<file path="src/descriptor_slot_allocator_assert.svh">
// Assertion macros shared by the descriptor slot allocator RTL
`ifndef DESCRIPTOR_SLOT_ALLOCATOR_ASSERT_SVH
`define DESCRIPTOR_SLOT_ALLOCATOR_ASSERT_SVH
`ifndef SYNTH
// Same-cycle implication
`define DSA_ASSERT_IMP(lbl, clk, rst_n, ante, cons) \
  lbl: assert property (@(posedge clk) disable iff (!rst_n) (ante) |-> (cons)) \
    else $error("descriptor_slot_allocator: assertion failed");
// Next-cycle implication
`define DSA_ASSERT_NXT(lbl, clk, rst_n, ante, cons) \
  lbl: assert property (@(posedge clk) disable iff (!rst_n) (ante) |=> (cons)) \
    else $error("descriptor_slot_allocator: assertion failed");
`else
`define DSA_ASSERT_IMP(lbl, clk, rst_n, ante, cons)
`define DSA_ASSERT_NXT(lbl, clk, rst_n, ante, cons)
`endif
`endif

</file>
<file path="src/dsa_pkg.sv">
// Shared constants and types for the descriptor slot allocator
package dsa_pkg;

  localparam int MAX_SLOTS    = 1024;
  localparam int IDX_W        = $clog2(MAX_SLOTS);
  localparam int CNT_W        = IDX_W + 1;
  localparam int ADDR_W       = 64;
  localparam int STEP_W       = 13;
  localparam int SLOT_COUNT_W = 11;
  localparam int DIGIT_W      = 4;
  localparam int NUM_DIGITS   = ADDR_W / DIGIT_W;
  localparam int DCNT_W       = $clog2(NUM_DIGITS);
  localparam int PROD_W       = IDX_W + STEP_W;
  localparam int CFG_IDX_W    = 2;
  localparam int STATUS_W     = 3;

  localparam logic [STEP_W-1:0] STEP_RESET = STEP_W'(32);

  // Request opcodes
  localparam logic OP_ALLOC = 1'b0;
  localparam logic OP_FREE  = 1'b1;

  // Configuration register indexes
  typedef enum logic [CFG_IDX_W-1:0] {
    CFG_CPU_BASE   = 2'd0,
    CFG_GPU_BASE   = 2'd1,
    CFG_SLOT_STEP  = 2'd2,
    CFG_SLOT_COUNT = 2'd3
  } cfg_reg_t;

  // Result status codes
  typedef enum logic [STATUS_W-1:0] {
    ST_OK       = 3'd0,
    ST_EMPTY    = 3'd1,
    ST_MISMATCH = 3'd2,
    ST_RANGE    = 3'd3,
    ST_FULL     = 3'd4
  } status_t;

  // Control for one digit-serial lane
  typedef struct packed {
    logic load;
    logic run;
  } lane_ctl_t;

endpackage

</file>
<file path="src/dsa_div.sv">
// Digit-serial restoring divider lane, one quotient digit per cycle while run is set
module dsa_div (
  input  logic                       clk,
  input  dsa_pkg::lane_ctl_t         ctl,
  input  logic [dsa_pkg::ADDR_W-1:0] dividend_in,
  input  logic [dsa_pkg::STEP_W-1:0] divisor,
  output logic [dsa_pkg::ADDR_W-1:0] quot_out
);

  // Dividend shifts out at the top while quotient digits shift in at the bottom
  logic [dsa_pkg::ADDR_W-1:0]  dq_r, dq_nxt;
  logic [dsa_pkg::STEP_W-1:0]  rem_r, rem_nxt;
  logic [dsa_pkg::STEP_W-1:0]  rem_v;
  logic [dsa_pkg::STEP_W:0]    trial;
  logic [dsa_pkg::DIGIT_W-1:0] qd;

  // Four restoring steps on the narrow remainder
  always_comb begin
    rem_v = rem_r;
    trial = '0;
    qd    = '0;
    for (int k = 0; k < dsa_pkg::DIGIT_W; k++) begin
      trial = {rem_v, dq_r[dsa_pkg::ADDR_W-1-k]};
      if (trial >= {1'b0, divisor}) begin
        rem_v                       = dsa_pkg::STEP_W'(trial - {1'b0, divisor});
        qd[dsa_pkg::DIGIT_W-1-k]    = 1'b1;
      end else begin
        rem_v                       = trial[dsa_pkg::STEP_W-1:0];
        qd[dsa_pkg::DIGIT_W-1-k]    = 1'b0;
      end
    end
  end

  // Load dividend or advance one digit
  always_comb begin
    dq_nxt  = dq_r;
    rem_nxt = rem_r;
    if (ctl.load) begin
      dq_nxt  = dividend_in;
      rem_nxt = '0;
    end else if (ctl.run) begin
      dq_nxt  = {dq_r[dsa_pkg::ADDR_W-dsa_pkg::DIGIT_W-1:0], qd};
      rem_nxt = rem_v;
    end
  end

  always_ff @(posedge clk) begin
    dq_r  <= dq_nxt;
    rem_r <= rem_nxt;
  end

  assign quot_out = dq_r;

endmodule

</file>
<file path="config.mk">
export PLATFORM = sky130hd
export DESIGN_NAME = dsa_div
export DESIGN_NICKNAME = d
export VERILOG_FILES = /design/src/descriptor_slot_allocator_assert.svh /design/src/dsa_pkg.sv /design/src/dsa_div.sv
export SDC_FILE = /design/constraint.sdc
export NUM_CORES = 1
export LEC_CHECK = 0
export BUFFER_PORTS_ARGS = -buffer_cell sky130_fd_sc_hd__buf_2
export CORE_ASPECT_RATIO = 1.1
export CORE_MARGIN = 1
export CORE_UTILIZATION = 50
export CTS_CLUSTER_DIAMETER = 120
export CTS_CLUSTER_SIZE = 16
export DETAILED_ROUTE_END_ITERATION = 10
export PLACE_DENSITY_LB_ADDON = 0.15
export SYNTH_ARGS = -nofsm -noshare
export SYNTH_HDL_FRONTEND = slang
export SYNTH_SLANG_ARGS = --single-unit
</file>
<file path="constraint.sdc">
create_clock -name clk -period 11.8 [get_ports clk]
set_clock_uncertainty 0.15 [all_clocks]
set_input_delay 3.54 -clock clk [delete_from_list [all_inputs] [get_ports clk]]
set_output_delay 3.54 -clock clk [all_outputs]
set_load 0.02 [all_outputs]
</file>
# ---- After elaboration in Yosys (flattened, before gate mapping)
# Cells that the tools add are included.
dict set report totals {
  reg_bits 77
  latchBits 0
  ram_bits 0
  rom_bits 0
  inputBits 80
  output_inout_bits 64
  word_cells 21
  memories 0
}
dict set report classes {
  add_sub_neg 4
  multipliers 0
  n_div 0
  magnitude_cmp 4
  n_eq_ne 0
  shift 0
  mux 10
  n_bitwise 0
  n_reduce_logical 1
}
# op n
set ops {}
lappend ops {{64-bit two-way mux} 2}
lappend ops {{14-bit by 13-bit greater-or-equal comparator with 1-bit output} 4}
lappend ops {{13-bit two-way mux} 4}
lappend ops {{13-bit subtractor} 4}
lappend ops {{1-bit two-way mux} 4}
lappend ops {{2-bit nonzero test} 1}

# ---- Logic depth before layout (Yosys ltp)
dict set report depth {
  ltp_word 10
  depth_mapped 43
  ltp_nobuf 39
}

# ---- Least setup slack after synthesis
# OpenSTA, ideal clock, no wires.
dict set report synth_timing {
  path_kind {input-to-reg}
  startpoint {in divisor[11] (netlist bit)}
  endpoint {reg dq_r (netlist bit quot_out[0]), data pin}
  setup_time_ns 0.260
  arrival_ns 11.815
  required_ns 11.390
  path_slack_ns -0.425
  stages 36
  path_buffers 4
  cell_sequence {inv_1 > ha_1 > a2111oi_2 > o211ai_1 > o21ai_2 > clkbuf_1 > mux2_2 > fa_1 > nand2b_1 > a211oi_1 > nor4_2 > nor2_1 > a21oi_1 > o21ai_2 > buf_2 > mux2_1 > ha_1 > nor2_1 > a211oi_1 > o41ai_1 > a21oi_1 > o22a_1 > a211oi_4 > buf_4 > mux2_2 > ha_1 > o21a_1 > o31a_1 > o41a_1 > nand4_1 > a31oi_1 > o22a_1 > a211oi_1 > mux2i_4 > buf_6 > mux2_2}
}
dict set report synth_via {
  elab_chain_cells 10
  word_cells_on_any_way 13
  cone_classes {add/sub: 3; order compare: 4; mux: 6}
}
# item line_no
set synth_rtl {}
lappend synth_rtl {{start, declared} dsa_div.sv:6} ;# input logic [dsa_pkg::STEP_W-1:0] divisor,
lappend synth_rtl {{13-bit subtractor / 14-bit by 13-bit greater-or-equal comparator with 1-bit output (equally long branches)} {dsa_div.sv:25, dsa_div.sv:24}}
lappend synth_rtl {{13-bit two-way mux} dsa_div.sv:24} ;# if (trial >= {1'b0, divisor}) begin
lappend synth_rtl {{13-bit subtractor / 14-bit by 13-bit greater-or-equal comparator with 1-bit output (equally long branches)} {dsa_div.sv:25, dsa_div.sv:24}}
lappend synth_rtl {{13-bit two-way mux} dsa_div.sv:24}
lappend synth_rtl {{14-bit by 13-bit greater-or-equal comparator with 1-bit output / 13-bit subtractor (equally long branches)} {dsa_div.sv:24, dsa_div.sv:25}}
lappend synth_rtl {{13-bit two-way mux} dsa_div.sv:24}
lappend synth_rtl {{14-bit by 13-bit greater-or-equal comparator with 1-bit output (*)} dsa_div.sv:24}
lappend synth_rtl {{1-bit two-way mux (*)} dsa_div.sv:24}
lappend synth_rtl {{64-bit two-way mux (*)} dsa_div.sv:41} ;# end else if (ctl.run) begin
lappend synth_rtl {{64-bit two-way mux (*)} dsa_div.sv:38} ;# if (ctl.load) begin
lappend synth_rtl {{named net dq_nxt (one bit)} dsa_div.sv:11} ;# logic [dsa_pkg::ADDR_W-1:0] dq_r, dq_nxt;
lappend synth_rtl {{end signal, assigned} dsa_div.sv:48} ;# dq_r <= dq_nxt;
lappend synth_rtl {{end, declared} dsa_div.sv:11}
# The timed path passes the listed nets; every way through them passes the cells marked *. The select of a mux whose other input is x is not followed.
# A chain may end at the register's enable or synchronous reset.

# ---- Worst setup path after layout
dict set report layout_timing {
  startpoint {in divisor[11] (netlist bit)}
  endpoint {reg rem_r[5] (netlist bit)}
}
dict set report layout_via {
  elab_chain_cells 8
  word_cells_on_any_way 12
  cone_classes {add/sub: 4; order compare: 4; mux: 4}
}
# item line_no
set layout_rtl {}
lappend layout_rtl {{13-bit subtractor / 14-bit by 13-bit greater-or-equal comparator with 1-bit output (equally long branches)} {dsa_div.sv:25, dsa_div.sv:24}}
lappend layout_rtl {{13-bit two-way mux} dsa_div.sv:24}
lappend layout_rtl {{13-bit subtractor / 14-bit by 13-bit greater-or-equal comparator with 1-bit output (equally long branches)} {dsa_div.sv:25, dsa_div.sv:24}}
lappend layout_rtl {{13-bit two-way mux} dsa_div.sv:24}
lappend layout_rtl {{14-bit by 13-bit greater-or-equal comparator with 1-bit output / 13-bit subtractor (equally long branches)} {dsa_div.sv:24, dsa_div.sv:25}}
lappend layout_rtl {{13-bit two-way mux} dsa_div.sv:24}
lappend layout_rtl {{13-bit subtractor / 14-bit by 13-bit greater-or-equal comparator with 1-bit output (equally long branches)} {dsa_div.sv:25, dsa_div.sv:24}}
lappend layout_rtl {{13-bit two-way mux (*)} dsa_div.sv:24}
lappend layout_rtl {{end signal, assigned} dsa_div.sv:49} ;# rem_r <= rem_nxt;
lappend layout_rtl {{end, declared} dsa_div.sv:12} ;# logic [dsa_pkg::STEP_W-1:0] rem_r, rem_nxt;
# Mark *: on every way between the ends. The rest lies on a longest branch, timed or not.

==> impl_results.md <==
* CP startpoint: divisor[11]
* Post-Layout Inst Area at around 9000 µm²
* N_diodes at 0
* Period Utilization, post-route at a little over nine tenths
* Max Freq at ~87 MHz
* Seq/Total Area, Yosys at a little over a third
* CTS tree: yes
* DR vias at between 5000 and 6000
* Largest fanout on the critical path at 9
* Nets at ~1000
* Sink Count at between 70 and 80
* DRT Pass-1 Iters at 7
* Placed cells at between 900 and 1000
* Tightest Pin Transition at a little over 0.8 ns
* Worst-Skew Late Latency at 0.33 ns
* DR WL/cell at about 19 µm
* Cells after Synth at between 500 and 600
* Initial antenna violation count at 0
* Post-Place Setup Slack at -0.6505 ns
* Mapped Nets at ~700
* Hold Startpoint: rem_r[2]$_SDFFE_PP0P_
* Final HPWL DP at 14.98 mm
* Clock buffer depth at 2
* Status: finished, final reports clean
* Relative slew slack at 46.39%
* Yosys top cell by area: edfxtp_1
* Max-cap violations at 0
* # rows at 42
* HP Class: reg2reg
* Number of flops mapped to enable cells by yosys at between 60 and 70
* Reg-to-Reg Start: quot_out[63]$_DFFE_PP_
* DR DRC count at 0
* Post-synthesis cell area at 6191 µm²
* Die Height at 118.7 µm
* Critical path required time at ~12 ns
* Yosys reg bits at 77
* Main flop type after synthesis: edfxtp_1
* Hold buffers post-CTS at 0
* First-pass GRT wire length at about 30 mm
* Area after DPL at around 8000 µm²
* DR iter-0 viols at roughly 250
* Num CTS Buffers at 9
* H-tree depth at 3
* Final Non-Filler Cells at between 1000 and 1500
* CP Class: in2reg
* Routed vias/inst at around 5.7
* IO Pins at ~140
* All-Layer GR Usage at between 30% and 40%
* Final worst setup slack at between 0.2 and 0.3 ns
* Unique masters post-synth at 66
* IO Port Bufs at ~140
* Horiz. Die Dim at about 110 µm
* Post-layout min period at between 10 and 15 ns
* Crit path top cell by count: ha_1
* Crit path launch type: input port
* Post-Route WL at roughly 20 mm
* Share of cells above drive strength 1 at approximately half
* Clock root cell: clkbuf_16
* Final GP Congestion at approximately 1
* Final Hold Fails at 0
* Vias in the first global route at a little over 6000
* Syn-to-layout area delta at 42.52%
* Antenna Nets Post-Route at 0
* Top cells by area, synth: edfxtp_1 31%, mux2_2 14%, ha_1 11%, dfxtp_1 4.2%, xnor2_1 3.8%
* R2R Setup Slk at between 3 and 4 ns
* Area share of the largest cell type after synthesis at around 31%
* Number of synthesis warnings at 0
* Largest net degree at the start of global routing at 65
* Crit-path slowest cell: o41a_1
* Slew Viols, Final at 0
* Total gr overflow at 0
* Core ar. at between 10000 and 15000 µm²
* Worst setup EP type: register
* Async SR Flop Fraction at 0%
* Final Setup Violations at 0
* Initial Utilization at between 50% and 60%
* Die area at 12830 µm²
* Worst path arrival time at roughly 12 ns
* Syn Area/Cell at 10.60 µm²
* Largest stage delay, worst path at approximately 0.45 ns
* Clock-pin slew on the worst setup and hold paths at ~0.06 ns
-- logic make-up after synthesis --
family          count (synthesis)  synth area share [%]
mux                            98                 17.76
fa+ha+maj                      56                 11.80
buf+inv                        46                 2.991
flops                          77                 35.25
simple gates                  128                 10.02
compound gates                137                 16.11
xor+xnor                       42                 6.063
-- worst max-delay path, delay by kind of cell --
family / cells / cell delay (ns)
compound gates: 19 / 4.65
fa+ha+maj: 4 / 1.12
simple gates: 7 / 0.83
buf+inv: 5 / 0.81
mux: 3 / 0.66
-- final timing paths --
| check | cells past startpoint | to |
|---|---|---|
| min | 2 | rem_r[2]$_SDFFE_PP0P_ |
| max | 38 | rem_r[5]$_SDFFE_PP0P_ |
| max reg2reg | 39 | rem_r[5]$_SDFFE_PP0P_ |
| min reg2reg | 2 | rem_r[2]$_SDFFE_PP0P_ |
-- layer usage --
metal  global-route usage (%)  up-vias  part of all wire, %
met5                        0        -                    0
met4                    14.13        0                  4.7
met3                    4.909       57                  4.6
met2                    53.46      205                   51
met1                    34.74     2860                   39
li1                         -     2785                    -
-- timing repair --
action	CTS	global route
pin swaps	9	37
cloned	2	0
setup endpoints to repair	14	14
resized for setup	14	65
setup buffers	5	12
-- cells in the mapped netlist (7+ instances only) --
master / instances
mux2_2: 76
o21ai_0: 19
xor2_1: 14
nand4_1: 11
o21a_1: 9
edfxtp_1: 64
a21o_1: 11
nor2_1: 38
inv_1: 29
dfxtp_1: 13
clkbuf_1: 12
ha_1: 52
nor3_1: 15
nand2b_1: 7
mux2i_1: 15
nor2b_1: 8
nand2_1: 28
a21oi_1: 37
a211oi_1: 18
xnor2_1: 27
-- flip-flops by register name, indices dropped and copies added, names as in the netlist --
register,count
quot_out,64
rem_r,13
-- layout make-up --
cell class                      instances  area (µm²)
Multi-Input combinational cell        463        4202
Fill cell                             872        3211
Sequential cell                        77        2182
Timing Repair Buffer                  292        1868
Clock buffer                           11       242.7
Tap cell                              154       192.7
Inverter                               29       108.9
Clock inverter                          5       27.53
-- layout by cell type (no fill, tap or decap), types with 15 or more instances in the layout --
| cell type | Yosys | layout |
|---|---|---|
| buf_2 | 1 | 143 |
| buf_4 | 1 | 140 |
| mux2_2 | 76 | 73 |
| edfxtp_1 | 64 | 64 |
| ha_1 | 52 | 45 |
| a21oi_1 | 37 | 33 |
| nor2_1 | 38 | 32 |
| inv_1 | 29 | 28 |
| xnor2_1 | 27 | 27 |
| nand2_1 | 28 | 27 |
| nor3_1 | 15 | 15 |
-- stage by stage --
step                utilization [%]  setup TNS, ns  hold slack [ns]
CTS                           70.10              0           0.3734
finish                        73.32              0           0.3768
detailed placement            66.75         -8.068           0.3651
global placement              66.75         -4.320           0.3623
global route                  73.32         -1.250           0.3975
floorplan                         -              0           0.3288
Power is left out: the tool's default activity adds up to more than one toggle a clock period on the data nets, which glitch-free logic cannot reach.
