**src/descriptor_slot_allocator_assert.svh**
```systemverilog
// Assertion macros shared by the descriptor slot allocator RTL
`ifndef DESCRIPTOR_SLOT_ALLOCATOR_ASSERT_SVH
`define DESCRIPTOR_SLOT_ALLOCATOR_ASSERT_SVH
`ifndef SYNTH
// Same-cycle implication
`define DSA_ASSERT_IMP(lbl, clk, rst_n, ante, cons) \
  lbl: assert property (@(posedge clk) disable iff (!rst_n) (ante) |-> (cons)) \
    else $error("descriptor_slot_allocator: assertion failed");
// Next-cycle implication
`define DSA_ASSERT_NXT(lbl, clk, rst_n, ante, cons) \
  lbl: assert property (@(posedge clk) disable iff (!rst_n) (ante) |=> (cons)) \
    else $error("descriptor_slot_allocator: assertion failed");
`else
`define DSA_ASSERT_IMP(lbl, clk, rst_n, ante, cons)
`define DSA_ASSERT_NXT(lbl, clk, rst_n, ante, cons)
`endif
`endif

```
**src/dsa_ram.sv**
```systemverilog
// Generic single-write, single-read RAM with registered read data
module dsa_ram #(
  parameter int WIDTH = 8,
  parameter int DEPTH = 16
) (
  input  logic                     clk,
  input  logic                     we,
  input  logic [$clog2(DEPTH)-1:0] waddr,
  input  logic [WIDTH-1:0]         wdata,
  input  logic                     re,
  input  logic [$clog2(DEPTH)-1:0] raddr,
  output logic [WIDTH-1:0]         rdata
);

  logic [WIDTH-1:0] mem_r [DEPTH];
  logic [WIDTH-1:0] rdata_r;

  // Write port
  always_ff @(posedge clk) begin
    if (we) begin
      mem_r[waddr] <= wdata;
    end
  end

  // Registered read port
  always_ff @(posedge clk) begin
    if (re) begin
      rdata_r <= mem_r[raddr];
    end
  end

  assign rdata = rdata_r;

endmodule

```
**config.mk**
```make
export PLATFORM = sky130hd
export DESIGN_NAME = dsa_ram
export DESIGN_NICKNAME = d
export VERILOG_FILES = /design/src/descriptor_slot_allocator_assert.svh /design/src/dsa_ram.sv
export SDC_FILE = /design/constraint.sdc
export NUM_CORES = 1
export LEC_CHECK = 0
export BUFFER_PORTS_ARGS = -buffer_cell sky130_fd_sc_hd__buf_2
export CORE_UTILIZATION = 54
export CTS_CLUSTER_DIAMETER = 120
export DETAILED_ROUTE_END_ITERATION = 12
export GPL_TIMING_DRIVEN = 1
export PLACE_DENSITY_LB_ADDON = 0.25
export SETUP_SLACK_MARGIN = 0.3
export SYNTH_ARGS = -nofsm -noshare
export SYNTH_HDL_FRONTEND = slang
export SYNTH_SLANG_ARGS = --single-unit
```
**constraint.sdc**
```tcl
create_clock -name clk -period 1.8 [get_ports clk]
set_clock_uncertainty 0.15 [all_clocks]
set_input_delay 0.36 -clock clk [delete_from_list [all_inputs] [get_ports clk]]
set_output_delay 0.36 -clock clk [all_outputs]
set_load 0.02 [all_outputs]
```
; ---- Word level (Yosys, flattened, before mapping)
; Memories as Yosys holds them, arrays and structs flattened. A register that Yosys moved wholly into a read port is not among the register bits.
; Index checks and enable logic that the tools add are counted.
[totals]
regBits = 0
out_inout_bits = 8
wordCells = 3
latchBits = 0
mem_count = 1
inputBits = 19
romBits = 0
mem_bits_rw = 128
[memory_table]
columns = memory, words, width, read_ports, rd_ports_with_merged_regs, wr, line
row1 = mem_r, 16, 8, 1, 1, 1, dsa_ram.sv:15  ; logic [WIDTH-1:0] mem_r [DEPTH];
[classes]
n_mux = 2
div_mod_pow = 0
n_eq_ne = 0
n_mul = 0
shifts = 0
n_addsub = 0
n_lt_le_gt_ge = 0
bitwise = 0
reduce_logical = 0
[op_table]
columns = operator, count
row1 = 1-bit 2-to-1 mux, 2

; ---- Depth between registers and ports, before layout
; Gate-level depths: netlist of run 1.
[logic_depth]
word_depth = 2
depth_mapped = 5
mapped_depth_nobuf = 3

; ---- Worst setup path after synthesis of run 1
; Ideal clock, no wire load.
[synth_timing]
path_type = input -> register
from = in waddr[2]
to = mem mem_r[0][0] (enable)
path_stages = 2
setup_slack_ps = -203
t_required_ps = 1267
arrival_time_ps = 1470
path_cell_list = or3b_2 -> nor3_1
[synth_lines]
columns = item, line
row1 = from (decl), dsa_ram.sv:8  ; input logic [$clog2(DEPTH)-1:0] waddr,
row2 = to (decl), dsa_ram.sv:15
; Straight into the memory's write port.

; ---- Worst setup path after layout of run 1
[layout_timing]
from = reg rdata_r[4], in the netlist rdata[4], read port of mem_r
to = out rdata[4]
[layout_lines]
columns = item, line
row1 = from (decl), dsa_ram.sv:16  ; logic [WIDTH-1:0] rdata_r;
row2 = to (decl), dsa_ram.sv:12  ; output logic [WIDTH-1:0] rdata
; No word-level cell between the ends.

==> results by group, run 1 <==
Global route
  • Total gr overflow: 0
  • Gr usage total: 0.233
  • Vias in the first global route: 2568
  • Largest net degree at the start of global routing: 22
  • First-pass GRT wire length: 15.7 mm
  • Initial antenna violation count: 0

Clock network
  • Post-CTS Setup Repair Bufs: 0
  • CTS Hold Buffers Added: 0
  • Worst skew pair latency: 0.52 ns
  • Num CTS Buffers: 17
  • CTS sink cnt: 136
  • CTS Root Cell: clkbuf_8
  • CTS tree: yes
  • Clock transition at path regs: 0.06 ns
  • Clock Tree Buf Depth: 2
  • Depth of the CTS H-tree: 4

Routing
  • First-pass iteration count of the detailed router: 4
  • Vias per std cell: 5.77
  • Total wire length: 10.2 mm
  • DRT antenna net count: 0
  • Iteration-0 DRC Markers: 213
  • Via count: 2549
  • WL/cell: 23.1 µm
  • DRC: 0

Critical path
  • Cell Chain, Critical Path: buf_6
  • Worst r2r src: mem_r[7][7]$_DFFE_PP_
  • Critical Path RT: 1.29 ns
  • CP Max Fanout: 1
  • Reg2reg path depth: 3
  • WS Path Type: register to primary output
  • Critical Path End Type: primary output
  • Worst path buffer plus inverter count: 1
  • Critical path depth: 1
  • Critical Path AT: 1.09 ns
  • CP startpoint kind: register
  • Slowest CP cell: edfxtp_1
  • Critical Path Max Stage Delay: 0.42 ns
  • FF-to-FF End: rdata[7]$_DFFE_PP_
  • Crit-path leading delay family: flip-flops
  • Flop-to-flop setup slack: 0.27 ns

Layout
  • Area of all placed cells without fillers: 6450 µm²
  • Non-filler cells, final: 442
  • Final #Nets: 319
  • Most frequent cells in the layout: 136 x edfxtp_1, 32 x mux4_2, 26 x buf_4
  • Fill count: 592
  • Commonest non-fill, non-tap cell in the layout: edfxtp_1
  • Share of layout cells above drive strength 1: 0.460
  • Ant diodes: 0
  • Area Overhead vs Synth: 23.4%

Worst hold path
  • Worst Hold Depth: 1
  • Worst Hold Path EP: rdata[1]$_DFFE_PP_
  • HP Class: input pin to register
  • HP Start: re

Floorplan
  • Placement Rows: 35
  • Initial Util: 0.560
  • IO Count: 27
  • Die area: 10100 µm²
  • Die Ht: 100 µm
  • Width of the die: 100 µm
  • Core area: 9330 µm²

Power
  • Peak VDD IR: 0.553 mV
  • Power per cell area: 1080 nW/µm²
  • Pleak: 2.15 nW

STA
  • Worst slew margin: 0.321
  • # setup viols final: 0
  • Slew @ Worst Pin: 1.01 ns
  • RSZ-0062 raised after global routing: yes
  • Final Max Slew Viols: 0
  • Crit path time final: 1.60 ns
  • Max Freq: 0.625 GHz
  • Final worst path period share: 0.890
  • Hold Fails Final Rpt: 0

Placed design
  • Dpl cell area: 5830 µm²
  • Placed cells: 410
  • Dpl hpwl: 6.51 mm
  • GPL Wtd Cong: 0.750
  • I/O Buffers: 26

Synthesis
  • Syn Inst Count: 229
  • Synth area leader: edfxtp_1
  • Yosys reg bits: 136
  • Synth top area share: 0.781
  • Synth Cell Area: 5230 µm²
  • Syn. warnings: 0
  • Post-synth cell types: 18
  • Register area share after synthesis: 0.781
  • Syn Nets: 248
  • Synth top area cells: edfxtp_1 78%, mux4_2 7.8%, mux4_1 7.0%
  • Post-synthesis average cell area: 22.8 µm²

Job
  • Max-cap violations: 0

Outcome
  • Outcome: finished, final reports clean
==> layout make-up <==
type                       count  area, µm²  share of cell area
clock buffer                  17        414              0.0642
clock inverter                15        104              0.0161
multi-input combinational     83       1120               0.173
sequential                   136       4080               0.633
tap                          129        161              0.0250
timing repair buffer          62        569              0.0883
==> sequential cells by signal, summed over array words and instances (netlist names) <==
register / count
rdata: 8
mem_r: 128
==> worst register-to-register path, cell delays in order, from the launching register on <==
cell and delay, ns:
edfxtp_1 0.37, mux4_2 0.53, a22oi_2 0.16, nand2_1 0.07
==> cell usage after synthesis <==
master and count:
edfxtp_1 136, buf_2 3, mux4_2 18, nor2_1 13
nand2_1 9, and2b_1 1, and2_1 1, or3b_2 1
nor2b_1 1, buf_6 3, a22oi_1 16, nand3b_1 2
nand3_1 1, clkdlybuf4s25_2 3, mux4_1 14, buf_4 1
nand2b_1 2, nor3_1 4
==> how the worst max path moves through the flow <==
| stage | startpoint | slack [ns] | to |
|---|---|---|---|
| 3_3_place_gp | raddr[0] | -0.24 | rdata[0]$_DFFE_PP_ |
| 4_1_cts | rdata[4]$_DFFE_PP_ | 0.17 | rdata[4] |
| 6_report | rdata[4]$_DFFE_PP_ | 0.20 | rdata[4] |
| 5_1_grt | rdata[4]$_DFFE_PP_ | 0.16 | rdata[4] |
| 3_5_place_dp | raddr[0] | -0.24 | rdata[0]$_DFFE_PP_ |
| 2_1_floorplan | raddr[0] | 0.09 | rdata[1]$_DFFE_PP_ |
==> power by group <==
part	internal (mW)	total (mW)	leakage, nW	switching (mW)
clock network	1.68	2.96	0.242	1.27
logic	0.206	0.436	0.668	0.230
registers	3.57	3.59	1.24	0.0215
total	5.46	6.98	2.15	1.53
==> repair_timing <==
item / CTS / global route
pin swaps: 3 / 4
gates resized for setup: 14 / 13
setup endpoints to repair: 16 / 16
==> metal layers <==
layer	part of all wire	wire (µm)	GRT usage	up-vias
met5	0	0	0	-
met4	0.013	137	0.106	0
met3	0.11	1150	0.0571	16
met2	0.48	4900	0.332	142
met1	0.39	4030	0.346	1276
li1	-	-	-	1115
==> through the flow <==
stage	hold WS, ns	TNS (ns)	utilization	setup WS (ns)	power [mW]
floorplan	0.309	0	-	0.0896	3.87
global placement	0.584	-1.52	0.625	-0.241	4.05
detailed placement	0.594	-1.53	0.625	-0.242	4.06
CTS	0.0468	0	0.686	0.168	7.01
global route	0.0450	0	0.691	0.161	7.21
finish	0.0641	0	0.691	0.199	6.98
==> logic make-up after synthesis <==
group,after synthesis,share of synthesized area
AO/OA/AOI/OAI,16,0.0230
buffers and inverters,10,0.0165
multiplexers,32,0.148
AND/OR/NAND/NOR,35,0.0314
flip-flops,136,0.781
No activity file was read; power rests on OpenSTA's default activity.
==> run 2, diff against run 1 <==
Settings changed: CELL_PAD_IN_SITES_DETAIL_PLACEMENT set to 1, CELL_PAD_IN_SITES_GLOBAL_PLACEMENT set to 1, CORE_UTILIZATION 54 to 40, GPL_TIMING_DRIVEN 1 to 0.
==> run 2 against run 1 <==
Clock power grew 7.8%. Global-route usage is 5.4 points lower. Setup slack got worse by 0.013 ns. Largest power group unchanged. Non-clock buffer count is 26 lower.
==> results by group, run 2 (synthesis gave the netlist of run 1 again) <==
Outcome
  • Outcome: finished, final reports clean

Job
  • Max-cap violations: 0 (unchanged)

Critical path
  • Critical Path End Type: register
  • Critical path origin: mem_r[7][7]$_DFFE_PP_
  • Flop-to-flop setup slack: 0.19 ns (-0.08 ns)
  • Critical Path AT: 1.62 ns (+0.53 ns)
  • FF-to-FF End: rdata[7]$_DFFE_PP_
  • Worst r2r src: mem_r[7][7]$_DFFE_PP_
  • CP Max Fanout: 1 (unchanged)
  • Critical Path RT: 1.81 ns (+0.52 ns)
  • Reg2reg path depth: 3 (unchanged)
  • WS Path Type: register to register
  • CP startpoint kind: register

Clock network
  • Depth of the CTS H-tree: 4 (unchanged)
  • Num CTS Buffers: 17 (unchanged)
  • CTS sink cnt: 136 (unchanged)
  • Worst skew pair latency: 0.41 ns (-0.11 ns)
  • CTS tree: yes
  • CTS Hold Buffers Added: 0 (unchanged)
  • Clock Tree Buf Depth: 2 (unchanged)
  • CTS Root Cell: clkbuf_16
  • Clock transition at path regs: 0.06 ns (about the same)

Routing
  • DRT antenna net count: 0 (unchanged)
  • WL/cell: 22.9 µm (-1.0%)
  • Via count: 2401 (-5.8%)
  • DRC: 0 (unchanged)
  • Vias per std cell: 5.23 (-9.3%)
  • Iteration-0 DRC Markers: 151 (-29%)
  • First-pass iteration count of the detailed router: 4 (unchanged)
  • Total wire length: 10.5 mm (+2.8%)

Power
  • Pleak: 2.01 nW (-6.5%)
  • Peak VDD IR: 0.526 mV (-4.9%)
  • Power per cell area: 1150 nW/µm² (+6.4%)

Floorplan
  • Width of the die: 116 µm (+16%)
  • Placement Rows: 41 (+17%)
  • Die Ht: 116 µm (+16%)
  • Die area: 13500 µm² (+34%)
  • Core area: 12700 µm² (+36%)
  • IO Count: 27 (unchanged)
  • Initial Util: 0.413 (-0.148)

Worst hold path
  • HP Start: re
  • Worst Hold Depth: 1 (unchanged)
  • Worst Hold Path EP: rdata[4]$_DFFE_PP_
  • HP Class: input pin to register

Placed design
  • Place WS: -0.297 ns (-0.0551 ns)
  • GPL Wtd Cong: 0.677 (-9.7%)
  • Dpl hpwl: 6.65 mm (+2.2%)
  • I/O Buffers: 25 (-3.8%)

STA
  • Slew @ Worst Pin: 0.798 ns (-0.217 ns)
  • Worst setup margin: 0.186 ns (-0.0133 ns)
  • RSZ-0062 raised after global routing: yes
  • Max Freq: 0.619 GHz (-0.82%)
  • Crit path time final: 1.61 ns (+0.0133 ns)
  • Hold Fails Final Rpt: 0 (unchanged)
  • Final worst path period share: 0.897 (+0.00739)
  • Final Max Slew Viols: 0 (unchanged)
  • Worst slew margin: 0.466 (+0.145)
  • Setup TNS: 0 ns (unchanged)
  • # setup viols final: 0 (unchanged)

Layout
  • Share of layout cells above drive strength 1: 0.404 (-0.0559)
  • Ant diodes: 0 (unchanged)
  • Max reg flops: 128 (unchanged)
  • Area Overhead vs Synth: 19.1%
  • Final #Nets: 293 (-8.2%)
  • Finished Core Util: 0.491 (-0.200)
  • Fill count: 1163 (+96%)
  • Most frequent cells in the layout: 136 x edfxtp_1, 32 x mux4_2, 28 x buf_2
  • Commonest non-fill, non-tap cell in the layout: edfxtp_1
  • Reg with most FFs: mem_r

Global route
  • Gr usage total: 0.179 (-0.0537)
  • Vias in the first global route: 2661 (+3.6%)
  • Largest net degree at the start of global routing: 17 (-23%)
  • First-pass GRT wire length: 16.1 mm (+2.3%)
  • Total gr overflow: 0 (unchanged)
  • Initial antenna violation count: 0 (unchanged)
[run 2: cell type report]
type                    count  area, µm²  area share
flip-flops and latches    136       4080       0.656
clock buffers              18        429      0.0690
well taps                 172        215      0.0346
multi-input cells          83       1120       0.179
plain buffers              10        120      0.0193
clock inverters            14        114      0.0183
repair buffers             26        145      0.0233
[run 2: where the power goes]
group | internal (mW) | switching, mW
Sequential | 3.57 | 0.0156
Combinational | 0.158 | 0.238
Clock | 1.99 | 1.20
[run 2: metal layers]
layer	track usage	routed length (µm)	share of wire
met1	0.245	4670	0.44
met2	0.272	5190	0.49
met3	0.0488	438	0.042
met4	0.0778	199	0.019
met5	0	0	0
[run 2: repair_timing]
action | CTS | global route
setup endpoints to repair | 88 | 48
gates resized for setup | 13 | 4
setup buffers | 0 | 1
pin swaps | 4 | 5
[run 2: per-stage QoR]
stage,power [mW],cells,hold slack (ns),area [µm²]
global placement,4.02,426,0.547,5600
detailed placement,4.04,426,0.559,5600
floorplan,3.87,229,0.309,5260
finish,7.17,459,0.132,6220
CTS,7.24,458,0.122,6190
global route,7.37,459,0.136,6220
[run 2: worst max path at each step]
stage,endpoint,slack [ns],cells past startpoint
floorplan,rdata[1]$_DFFE_PP_,0.09,5
global placement,rdata[7]$_DFFE_PP_,-0.29,5
detailed placement,rdata[7]$_DFFE_PP_,-0.30,5
CTS,rdata[7]$_DFFE_PP_,0.18,3
global route,rdata[7]$_DFFE_PP_,0.12,3
finish,rdata[7]$_DFFE_PP_,0.19,3
[run 2: worst max-delay path, cell delays in order, from the launching register on]
cell	delay [ns]
edfxtp_1	0.36
mux4_2	0.52
a22oi_2	0.23
nand2_1	0.10
