--- src/descriptor_slot_allocator_assert.svh ---
// Assertion macros shared by the descriptor slot allocator RTL
`ifndef DESCRIPTOR_SLOT_ALLOCATOR_ASSERT_SVH
`define DESCRIPTOR_SLOT_ALLOCATOR_ASSERT_SVH
`ifndef SYNTH
// Same-cycle implication
`define DSA_ASSERT_IMP(lbl, clk, rst_n, ante, cons) \
  lbl: assert property (@(posedge clk) disable iff (!rst_n) (ante) |-> (cons)) \
    else $error("descriptor_slot_allocator: assertion failed");
// Next-cycle implication
`define DSA_ASSERT_NXT(lbl, clk, rst_n, ante, cons) \
  lbl: assert property (@(posedge clk) disable iff (!rst_n) (ante) |=> (cons)) \
    else $error("descriptor_slot_allocator: assertion failed");
`else
`define DSA_ASSERT_IMP(lbl, clk, rst_n, ante, cons)
`define DSA_ASSERT_NXT(lbl, clk, rst_n, ante, cons)
`endif
`endif

--- src/dsa_pkg.sv ---
// Shared constants and types for the descriptor slot allocator
package dsa_pkg;

  localparam int MAX_SLOTS    = 1024;
  localparam int IDX_W        = $clog2(MAX_SLOTS);
  localparam int CNT_W        = IDX_W + 1;
  localparam int ADDR_W       = 64;
  localparam int STEP_W       = 13;
  localparam int SLOT_COUNT_W = 11;
  localparam int DIGIT_W      = 4;
  localparam int NUM_DIGITS   = ADDR_W / DIGIT_W;
  localparam int DCNT_W       = $clog2(NUM_DIGITS);
  localparam int PROD_W       = IDX_W + STEP_W;
  localparam int CFG_IDX_W    = 2;
  localparam int STATUS_W     = 3;

  localparam logic [STEP_W-1:0] STEP_RESET = STEP_W'(32);

  // Request opcodes
  localparam logic OP_ALLOC = 1'b0;
  localparam logic OP_FREE  = 1'b1;

  // Configuration register indexes
  typedef enum logic [CFG_IDX_W-1:0] {
    CFG_CPU_BASE   = 2'd0,
    CFG_GPU_BASE   = 2'd1,
    CFG_SLOT_STEP  = 2'd2,
    CFG_SLOT_COUNT = 2'd3
  } cfg_reg_t;

  // Result status codes
  typedef enum logic [STATUS_W-1:0] {
    ST_OK       = 3'd0,
    ST_EMPTY    = 3'd1,
    ST_MISMATCH = 3'd2,
    ST_RANGE    = 3'd3,
    ST_FULL     = 3'd4
  } status_t;

  // Control for one digit-serial lane
  typedef struct packed {
    logic load;
    logic run;
  } lane_ctl_t;

endpackage

--- src/dsa_addsub.sv ---
// Digit-serial 64-bit adder lane, least significant digit first
module dsa_addsub (
  input  logic                       clk,
  input  dsa_pkg::lane_ctl_t         ctl,
  input  logic [dsa_pkg::ADDR_W-1:0] a_in,
  input  logic [dsa_pkg::ADDR_W-1:0] b_in,
  input  logic                       cin,
  output logic [dsa_pkg::ADDR_W-1:0] sum_out
);

  logic [dsa_pkg::ADDR_W-1:0]  a_r, a_nxt;
  logic [dsa_pkg::ADDR_W-1:0]  b_r, b_nxt;
  logic [dsa_pkg::ADDR_W-1:0]  sum_r, sum_nxt;
  logic                        carry_r, carry_nxt;
  logic [dsa_pkg::DIGIT_W:0]   digit;

  // Add the low digits of both operands plus carry
  assign digit = {1'b0, a_r[dsa_pkg::DIGIT_W-1:0]} + {1'b0, b_r[dsa_pkg::DIGIT_W-1:0]}
               + {{dsa_pkg::DIGIT_W{1'b0}}, carry_r};

  // Load operands or advance one digit
  always_comb begin
    a_nxt     = a_r;
    b_nxt     = b_r;
    sum_nxt   = sum_r;
    carry_nxt = carry_r;
    if (ctl.load) begin
      a_nxt     = a_in;
      b_nxt     = b_in;
      carry_nxt = cin;
    end else if (ctl.run) begin
      a_nxt     = a_r >> dsa_pkg::DIGIT_W;
      b_nxt     = b_r >> dsa_pkg::DIGIT_W;
      sum_nxt   = {digit[dsa_pkg::DIGIT_W-1:0], sum_r[dsa_pkg::ADDR_W-1:dsa_pkg::DIGIT_W]};
      carry_nxt = digit[dsa_pkg::DIGIT_W];
    end
  end

  always_ff @(posedge clk) begin
    a_r     <= a_nxt;
    b_r     <= b_nxt;
    sum_r   <= sum_nxt;
    carry_r <= carry_nxt;
  end

  assign sum_out = sum_r;

endmodule

--- config.mk ---
export PLATFORM = sky130hd
export DESIGN_NAME = dsa_addsub
export DESIGN_NICKNAME = d
export VERILOG_FILES = /design/src/descriptor_slot_allocator_assert.svh /design/src/dsa_pkg.sv /design/src/dsa_addsub.sv
export SDC_FILE = /design/constraint.sdc
export NUM_CORES = 1
export LEC_CHECK = 0
export BUFFER_PORTS_ARGS = -buffer_cell sky130_fd_sc_hd__buf_2
export CAP_MARGIN = 20
export CORE_ASPECT_RATIO = 0.6
export CORE_UTILIZATION = 53
export DETAILED_ROUTE_END_ITERATION = 12
export GPL_ROUTABILITY_DRIVEN = 0
export PLACE_DENSITY = 0.84
export SLEW_MARGIN = 20
export SYNTH_ARGS = -nofsm -noshare
export SYNTH_HDL_FRONTEND = slang
export SYNTH_SLANG_ARGS = --single-unit
export TNS_END_PERCENT = 5
--- constraint.sdc ---
create_clock -name clk -period 4.71 [get_ports clk]
set_input_delay 0.471 -clock clk [delete_from_list [all_inputs] [get_ports clk]]
set_output_delay 0.471 -clock clk [all_outputs]
set_load 0.01 [all_outputs]
Word-level counts from Yosys, hierarchy flattened

Index checks and enable logic that the tools add are counted.

Flip-flop bits (word level): 193
Bits in latches: 0
Bits in writable memories: 0
ROM bits: 0
Input bits: 132
Memories kept: 0

Add/sub/neg operators: 2
Multipliers: 0
Div/mod/pow operators: 0
Order comparisons: 0
Equality and inequality tests: 0
Shift operators: 0
Mux-type cells: 6
Bitwise logic cells: 1
Reduce and logical (&&, ||, !) cells: 2

Operator list:

| kind              | count |
|---|---|
| $mux 64           | 4 |
| $add 4x4->5       | 1 |
| $add 5x1->5       | 1 |
| $mux 1            | 2 |
| $reduce_and 2->1  | 1 |
| $reduce_bool 2->1 | 1 |
| $not 1->1         | 1 |

Logic depth before layout (Yosys ltp)

Gate-level depths: netlist (run 1).

Word-level depth: 4
Depth in mapped cells: 6

Worst setup path after synthesis (run 1)

OpenSTA, ideal clock, no wires.

Path type: input to register
From: input port ctl[1] (netlist bit)
To: register sum_r, in the netlist sum_out[0] (enable)
Library setup time: 494 ps
Arrival: 3731 ps
Data required time: 4216 ps
Path slack: 485 ps
Stages on the path: 4
Path through: buf_6 buf_6 buf_6 nor2b_1

Word-level cells in the longest chain between the ends: 2

RTL lines:

| element                           | line             | source |
|---|---|---|
| start: declaration                | dsa_addsub.sv:4  | `input dsa_pkg::lane_ctl_t ctl,` |
| $not 1->1 (no source line)        | -                |  |
| $reduce_and 2->1 (no source line) | -                |  |
| end signal: assignment            | dsa_addsub.sv:42 | `sum_r <= sum_nxt;` |
| end: declaration                  | dsa_addsub.sv:13 | `logic [dsa_pkg::ADDR_W-1:0] sum_r, sum_nxt;` |

No other way between the ends.
A chain may end at the register's enable or synchronous reset.

Worst setup path in the final report (run 1)

From: input port ctl[1] (netlist bit)
To: register b_r[43] (netlist bit) (enable)

Word-level cells in the longest chain between the ends: 1

RTL lines:

| element                            | line             | source |
|---|---|---|
| $reduce_bool 2->1 (no source line) | -                |  |
| end signal: assignment             | dsa_addsub.sv:41 | `b_r <= b_nxt;` |
| end: declaration                   | dsa_addsub.sv:12 | `logic [dsa_pkg::ADDR_W-1:0] b_r, b_nxt;` |

No other way between the ends.

==> key figures, run 1 <==
Final layout
  • Util after Layout: 0.678
  • Fraction of layout cells with a size suffix above 1: 0.611
  • # fillers: 973
  • Area of the multi-input gates: 1820 sq um
  • Nets@finish: 698
  • Seq. cell area: 5800 sq um
  • Area Growth Syn to Fin: 21.8%
  • Post-route cell area: 9460 sq um

Die
  • I/O pin count: 196
  • Initial Util: 0.556
  • Row Count: 33
  • Chip Width: 158 um
  • Die H: 95.8 um
  • Die area: 15,200 sq um
  • Core area: 14,000 sq um

STA
  • Setup WS post-layout: 2.46 ns
  • Hold Fails Final Rpt: 0
  • Worst slew pin tran: 0.974 ns
  • Final setup vio count: 0
  • RSZ-0062 raised after global routing: no
  • Slew Viols, Final: 0
  • Clock skew: 0.00944 ns
  • Max Freq: 445 MHz
  • Fin crit share: 0.477
  • Slew margin rel.: 0.350
  • Clock period minus final worst setup slack: 2.25 ns
  • Hold_ws: 0.332 ns
  • TNS Setup: 0 ns

Synthesis
  • Mapped Cells: 359
  • Share of the synthesized area in the top cell type: 0.746
  • Register area share after synthesis: 0.746
  • Synth async-reset ratio: 0
  • Number of synthesized flops with an enable pin: 193
  • Net count after synthesis: 496
  • Syn Area/Cell: 21.6 sq um
  • Post-synthesis register bit count: 193
  • Warnings, synthesis: 0
  • Area contributors post-synth: edfxtp_1, mux2_4, mux2_2, buf_6, and2_1
  • Top FF cell, synth: edfxtp_1
  • Distinct cells, synth: 16
  • Cell taking the most area after synthesis: edfxtp_1
  • Netlist area before placement: 7760 sq um

Min path
  • Hold_sp: b_in[62]
  • Worst Hold Class: in2reg
  • Hold Path Depth: 2
  • Hold Path End: b_r[62]

CTS
  • H-tree Lvls: 4
  • Reg clk slew, reported paths: 0.07 ns
  • CTS tree: built
  • Cts repair resizes: 0
  • Clk sinks: 193
  • Hold-fix buffers at CTS: 0
  • Clk root buf: clkbuf_16
  • TritonCTS Buffers: 17
  • Post-CTS Setup Bufs: 0
  • Skew-Pair Late Insertion Delay: 0.41 ns
  • Clock Path Buffers: 2

Route
  • WL final: 13,400 um
  • Post-route DRC: 0
  • Via count: 3,863
  • Final ANT Viol Nets: 0
  • WL/cell: 17.5 um
  • 1st-pass router iterations: 4
  • Vias per cell: 5.02
  • Iter 0 DRT Violations: 270

Global routing
  • Total GRT Usage: 0.180
  • First-pass GRT wire length: 19,900 um
  • Vias in the first global route: 3,830
  • Initial antenna violation count: 5
  • Largest net degree at the start of global routing: 76
  • GR Overflow Total: 0

Flow run
  • Max-cap violations: 0

Worst setup path
  • RR Startpoint: a_r[0]
  • Worst EP arrival: 2.33 ns
  • Flop2flop setup slack: 2.95 ns
  • Crit path kind: in2reg
  • CP startpoint kind: primary input
  • Cell Chain, Critical Path: buf_6 -> or2_4 -> buf_12
  • RR Endpoint: carry_r
  • Crit-path max cell delay: 0.79 ns
  • CP max FO: 70
  • Worst r2r path cells: 6
  • Crit end category: register
  • Slowest CP cell: or2_4
  • Req. time, crit path: 4.79 ns

Placed design
  • IO Port Bufs: 195
  • Place WS: 2.02 ns
  • HPWL Detailed: 9250 um
  • Placed cell area: 8890 sq um

Power
  • Worst vdd ir: 182 uV
  • Power Density: 402 nW/um^2
  • Leak: 3.86 nW

Run status
  • Outcome: completed
-- kinds of logic after synthesis --
logic type / synth area share
AOI/OAI and AO/OA: 0.00242
DFF: 0.746
muxes: 0.207
and+or+nand+nor: 0.0110
xor gates and xnor gates: 0.00226
adders and majority gates: 0.00999
buffers and inverters: 0.0211
-- critical path, delay by kind of cell --
family	cells	cell delay [ns]
buffers and inverters	2	0.94
and+or+nand+nor	1	0.79
-- layout by cell type (no fill, tap or decap), drive strengths merged --
cell type / instances
a21oi: 1
ha: 3
or2: 1
clkinvlp: 2
clkinv: 7
o21ai: 1
clkbuf: 18
mux2: 120
nor2b: 4
diode: 3
inv: 12
edfxtp: 193
a221oi: 1
and2: 8
xnor2: 2
nor2: 1
fa: 2
buf: 198
-- power breakdown --
part	internal, mW	total [mW]	leakage (nW)	switching [mW]
Sequential	2.07	2.12	1.92	0.0484
Clock	0.694	1.34	0.268	0.643
Combinational	0.203	0.346	1.68	0.143
Total	2.97	3.80	3.86	0.834
-- worst max-delay path by stage --
stage,end,start,slack [ns],cells after the start
after global routing,b_r[0],ctl[1],2.33,3
final,b_r[43],ctl[1],2.46,3
after CTS,b_r[12],ctl[1],2.45,3
after floorplan,sum_out[0],ctl[1],0.49,4
after detailed placement,b_r[60],ctl[1],2.02,3
after global placement,b_r[63],ctl[1],2.07,3
-- cell usage after synthesis, types with 2 or more instances --
library cell,count
buf_6,10
edfxtp_1,193
and2_1,8
xnor2_1,2
inv_1,7
nor2b_1,4
mux2_4,68
buf_2,5
fa_1,2
mux2_2,52
ha_1,3
-- registers in the layout, indices dropped and copies added, names as in the netlist --
name / flops
sum_out: 64
carry_r: 1
b_r: 64
a_r: 64
-- final cells by class --
| type | instances | share of cell area |
|---|---|---|
| clock buffers | 18 | 0.0454 |
| clock inverters | 14 | 0.0132 |
| repair buffers | 198 | 0.108 |
| diodes | 3 | 0.000794 |
| inverters | 7 | 0.00278 |
| multi-input cells | 144 | 0.192 |
| well taps | 192 | 0.0254 |
| flip-flops and latches | 193 | 0.613 |
-- metal layers --
| metal | wire [um] | global-route usage | part of all wire |
|---|---|---|---|
| met5 | 48 | 0 | 0.0036 |
| met4 | 68 | 0.0553 | 0.0051 |
| met3 | 1290 | 0.0711 | 0.096 |
| met2 | 6400 | 0.290 | 0.48 |
| met1 | 5640 | 0.225 | 0.42 |
-- stage by stage --
step	power [mW]	instances
CTS	3.84	766
global route	3.93	767
finish	3.80	769
detailed placement	2.51	734
global placement	2.49	734
floorplan	2.38	359
Power figures use the tool's default switching activity.
==> inputs of run 2 (changes only) <==
Settings changed: CORE_UTILIZATION 53 to 48, PLACE_DENSITY 0.84 to 0.8.
Clock period 4.71 ns to 1.9 ns, I/O delays scaled along.
==> key figures, run 2 (same netlist as run 1, synthesis figures left out) <==
Worst setup path
  • Flop2flop setup slack: 0.19 ns
  • RR Startpoint: a_r[0]
  • Worst r2r path cells: 6
  • RR Endpoint: carry_r
  • CP max FO: 2
  • Crit path kind: reg2reg
  • Crit end category: register
  • CP startpoint kind: register
  • Worst EP arrival: 1.97 ns
  • Req. time, crit path: 2.16 ns

CTS
  • Clock Path Buffers: 2
  • Clk root buf: clkbuf_16
  • TritonCTS Buffers: 17
  • Skew-Pair Late Insertion Delay: 0.41 ns
  • CTS tree: built
  • H-tree Lvls: 4
  • Post-CTS Setup Bufs: 0
  • Clk sinks: 193
  • Reg clk slew, reported paths: 0.08 ns

Final layout
  • Diodes inserted: 0
  • # fillers: 1,135
  • Fraction of layout cells with a size suffix above 1: 0.617
  • Most common cell after layout, fill and taps aside: buf_2
  • Area Growth Syn to Fin: 23.9%
  • Final std cells w/o fill: 783
  • Most frequent cells in the layout: buf_2, edfxtp_1, mux2_4
  • Util after Layout: 0.617
  • Nets@finish: 704
  • Post-route cell area: 9620 sq um

STA
  • RSZ-0062 raised after global routing: no
  • Worst slew pin tran: 0.380 ns
  • Slew Viols, Final: 0
  • Hold Fails Final Rpt: 0
  • Final setup vio count: 0
  • Clock period minus final worst setup slack: 1.71 ns
  • Clock skew: 0.00893 ns
  • Setup WS post-layout: 0.188 ns
  • Slew margin rel.: 0.747
  • Fin crit share: 0.901
  • Max Freq: 584 MHz

Route
  • WL met3: 1180 um
  • Met1 WL: 6020 um
  • WL met2: 6360 um
  • Final ANT Viol Nets: 0
  • Iter 0 DRT Violations: 296
  • Vias per cell: 5.01
  • WL/cell: 17.4 um
  • WL final: 13,600 um
  • 1st-pass router iterations: 9
  • Post-route DRC: 15
  • Via count: 3,923
  • Top sig layer: met5

Die
  • Chip Width: 166 um
  • I/O pin count: 196
  • Initial Util: 0.498
  • Die area: 16,700 sq um
  • Die H: 101 um
  • Core area: 15,600 sq um
  • Row Count: 35

Min path
  • Hold Path Depth: 2
  • Hold Path End: b_r[63]
  • Hold_sp: b_in[63]
  • Worst Hold Class: in2reg

Run status
  • Outcome: complete, but fails checks
  • Failing checks: DRC

Power
  • Internal: 7.68 mW
  • NetSw: 2.16 mW
  • Pwr Total: 9.84 mW
  • Clk pwr share: 0.376
  • Power Density: 1020 nW/um^2
  • Comb pwr share: 0.089
  • Worst vdd ir: 801 uV
  • Leak: 3.94 nW
  • Share of total power in sequential cells: 0.534
  • Switching share of power: 0.220

Global routing
  • Vias in the first global route: 3,965
  • GR Overflow Total: 0
  • Largest net degree at the start of global routing: 65
  • First-pass GRT wire length: 20,900 um
  • Total GRT Usage: 0.167
  • Initial antenna violation count: 1

Placed design
  • IO Port Bufs: 195
  • Placed cell area: 8990 sq um
  • Place WS: 0.113 ns
  • DP Cell Count: 751
  • HPWL Detailed: 9380 um

Flow run
  • Max-cap violations: 0
## run 2: what timing repair did
action,4_1_cts,5_1_grt
endpoints found under the hold margin,0,0
resized for setup,0,1
hold buffers,0,0
setup endpoints to repair,0,1
## run 2: how the worst max path moves through the flow
| stage | slack, ns | start | cells after the start | end |
|---|---|---|---|---|
| detailed placement | 0.11 | a_r[0] | 6 | carry_r |
| global route | 0.04 | a_r[0] | 6 | carry_r |
| floorplan | -0.06 | ctl[1] | 4 | sum_out[0] |
| finish | 0.19 | a_r[0] | 6 | carry_r |
| global placement | 0.24 | a_r[0] | 6 | carry_r |
| CTS | 0.09 | a_r[0] | 6 | carry_r |
## run 2: routing by layer
metal | vias to the layer above | global-route usage
met5 | - | 0
met4 | 2 | 0.0395
met3 | 4 | 0.0675
met2 | 155 | 0.264
met1 | 1950 | 0.216
li1 | 1812 | -
## run 2: power groups by stage
stage | registers (mW) | logic, mW | clock network [mW]
detailed placement | 5.36 | 0.888 | 0
finish | 5.26 | 0.880 | 3.70
CTS | 5.26 | 0.892 | 3.79
global placement | 5.34 | 0.848 | 0
floorplan | 5.34 | 0.566 | 0
global route | 5.30 | 0.954 | 3.96
## run 2: critical path: stages, from the launching register on
cell and delay (ns):
edfxtp_1 0.33, inv_1 0.05, fa_1 0.46, fa_2 0.38
nor2b_1 0.11, o21ai_0 0.08, a21oi_1 0.14
## run 2: area by class of cell
cell class	instances	area, sq um	area share
clock inverter	14	195	0.0203
tap	203	254	0.0264
clock buffer	18	429	0.0446
multi-input combinational	144	1820	0.189
timing repair buffer	204	1100	0.114
inverter	7	26.3	0.00273
sequential	193	5800	0.603
## run 2: stage by stage
stage,TNS (ns),hold WS [ns]
3_5_place_dp,0,0.432
2_1_floorplan,-4.78,0.394
3_3_place_gp,0,0.433
6_report,0,0.0566
5_1_grt,0,0.0295
4_1_cts,0,0.0430
==> inputs of run 3 (changes only) <==
Settings changed: CORE_UTILIZATION 48 to 50, CTS_BUF_LIST from default to sky130_fd_sc_hd__clkbuf_4 sky130_fd_sc_hd__clkbuf_8, PLACE_DENSITY 0.8 to 0.83.
==> key figures, run 3 (same netlist as run 1, synthesis figures left out) <==
Final layout
  • Fraction of layout cells with a size suffix above 1: 0.603
  • Final std cells w/o fill: 785
  • Nets@finish: 711
  • Diodes inserted: 0
  • Most common cell after layout, fill and taps aside: buf_2
  • Most frequent cells in the layout: buf_2, edfxtp_1, mux2_4
  • Util after Layout: 0.641
  • Area Growth Syn to Fin: 22.3%

CTS
  • H-tree Lvls: 4
  • TritonCTS Buffers: 17
  • Post-CTS Setup Bufs: 0
  • Clk sinks: 193
  • Clk root buf: clkbuf_8
  • Clock Path Buffers: 2
  • CTS tree: built
  • Reg clk slew, reported paths: 0.10 ns
  • Skew-Pair Late Insertion Delay: 0.44 ns

Flow run
  • Max-cap violations: 0

STA
  • Max Freq: 570 MHz
  • Hold_ws: 0.0257 ns
  • Slew Viols, Final: 0
  • Final setup vio count: 0
  • Hold Fails Final Rpt: 0
  • Worst slew pin tran: 0.367 ns
  • Clock period minus final worst setup slack: 1.75 ns
  • Clock skew: 0.0125 ns
  • Slew margin rel.: 0.755
  • Fin crit share: 0.923
  • RSZ-0062 raised after global routing: no

Global routing
  • Vias in the first global route: 4,056
  • GR Overflow Total: 0
  • Largest net degree at the start of global routing: 67
  • Initial antenna violation count: 2
  • Total GRT Usage: 0.173
  • First-pass GRT wire length: 20,800 um

Route
  • Iter 0 DRT Violations: 298
  • 1st-pass router iterations: 4
  • Final ANT Viol Nets: 0
  • Vias per cell: 4.98
  • Via count: 3,911
  • Post-route DRC: 0
  • WL/cell: 17.0 um
  • WL final: 13,400 um

Run status
  • Outcome: completed

Die
  • Core area: 14,800 sq um
  • I/O pin count: 196
  • Initial Util: 0.525
  • Die area: 16,000 sq um
  • Die H: 98.5 um
  • Row Count: 34
  • Chip Width: 163 um

Placed design
  • HPWL Detailed: 9070 um
  • IO Port Bufs: 195
  • DP Cell Count: 743

Min path
  • Worst Hold Class: in2reg

Worst setup path
  • Crit end category: register
  • Req. time, crit path: 2.19 ns
  • CP startpoint kind: register
  • Worst EP arrival: 2.05 ns
  • CP max FO: 2
  • Crit path kind: reg2reg

Power
  • Worst vdd ir: 451 uV
  • Pwr Total: 8.81 mW
  • Leak: 3.88 nW
  • Power Density: 928 nW/um^2
[run 3: through the flow]
stage | worst slack, ns | cell area, sq um | setup TNS [ns]
final | 0.146 | 9490 | 0
after global routing | 0.0246 | 9490 | 0
after CTS | 0.150 | 9400 | 0
after detailed placement | 0.172 | 8990 | 0
after global placement | 0.249 | 8990 | 0
after floorplan | -0.0580 | 7790 | -4.78
[run 3: timing repair]
action                                 4_1_cts  5_1_grt
hold buffers                                 1        9
gates resized for setup                      0        0
endpoints found under the hold margin        1        9
[run 3: cell type report]
class                   count  area, sq um
inverters                   7         26.3
clock buffers              17          234
flip-flops and latches    193         5800
well taps                 198          248
clock inverters            15          171
repair buffers            211         1200
multi-input cells         144         1820
fillers                  1095         5310
[run 3: path summary, 6_finish.rpt]
kind               start           to  slack [ns]  cells after the start
min             a_in[60]      a_r[60]        0.03                      2
min reg2reg  sum_out[59]  sum_out[55]        0.44                      0
max reg2reg       a_r[0]      carry_r        0.15                      6
max               a_r[0]      carry_r        0.15                      6
[run 3: power by group]
part	total, mW	leakage, nW	switching (mW)	internal [mW]
clock network	2.66	0.206	1.56	1.11
logic	0.893	1.75	0.358	0.535
registers	5.25	1.92	0.123	5.13
[run 3: critical path, cell delays in order (launching register included)]
cell	delay [ns]
edfxtp_1	0.33
inv_1	0.06
fa_1	0.46
fa_1	0.42
nor2b_1	0.12
o21ai_0	0.08
a21oi_1	0.13
[run 3: per-layer routing]
metal  vias up  track usage  routed length (um)
met5         -            0                  23
met4         4       0.0474                  70
met3        10       0.0657                1090
met2       154        0.274                6520
met1      1917        0.224                5660
li1       1826            -                   -
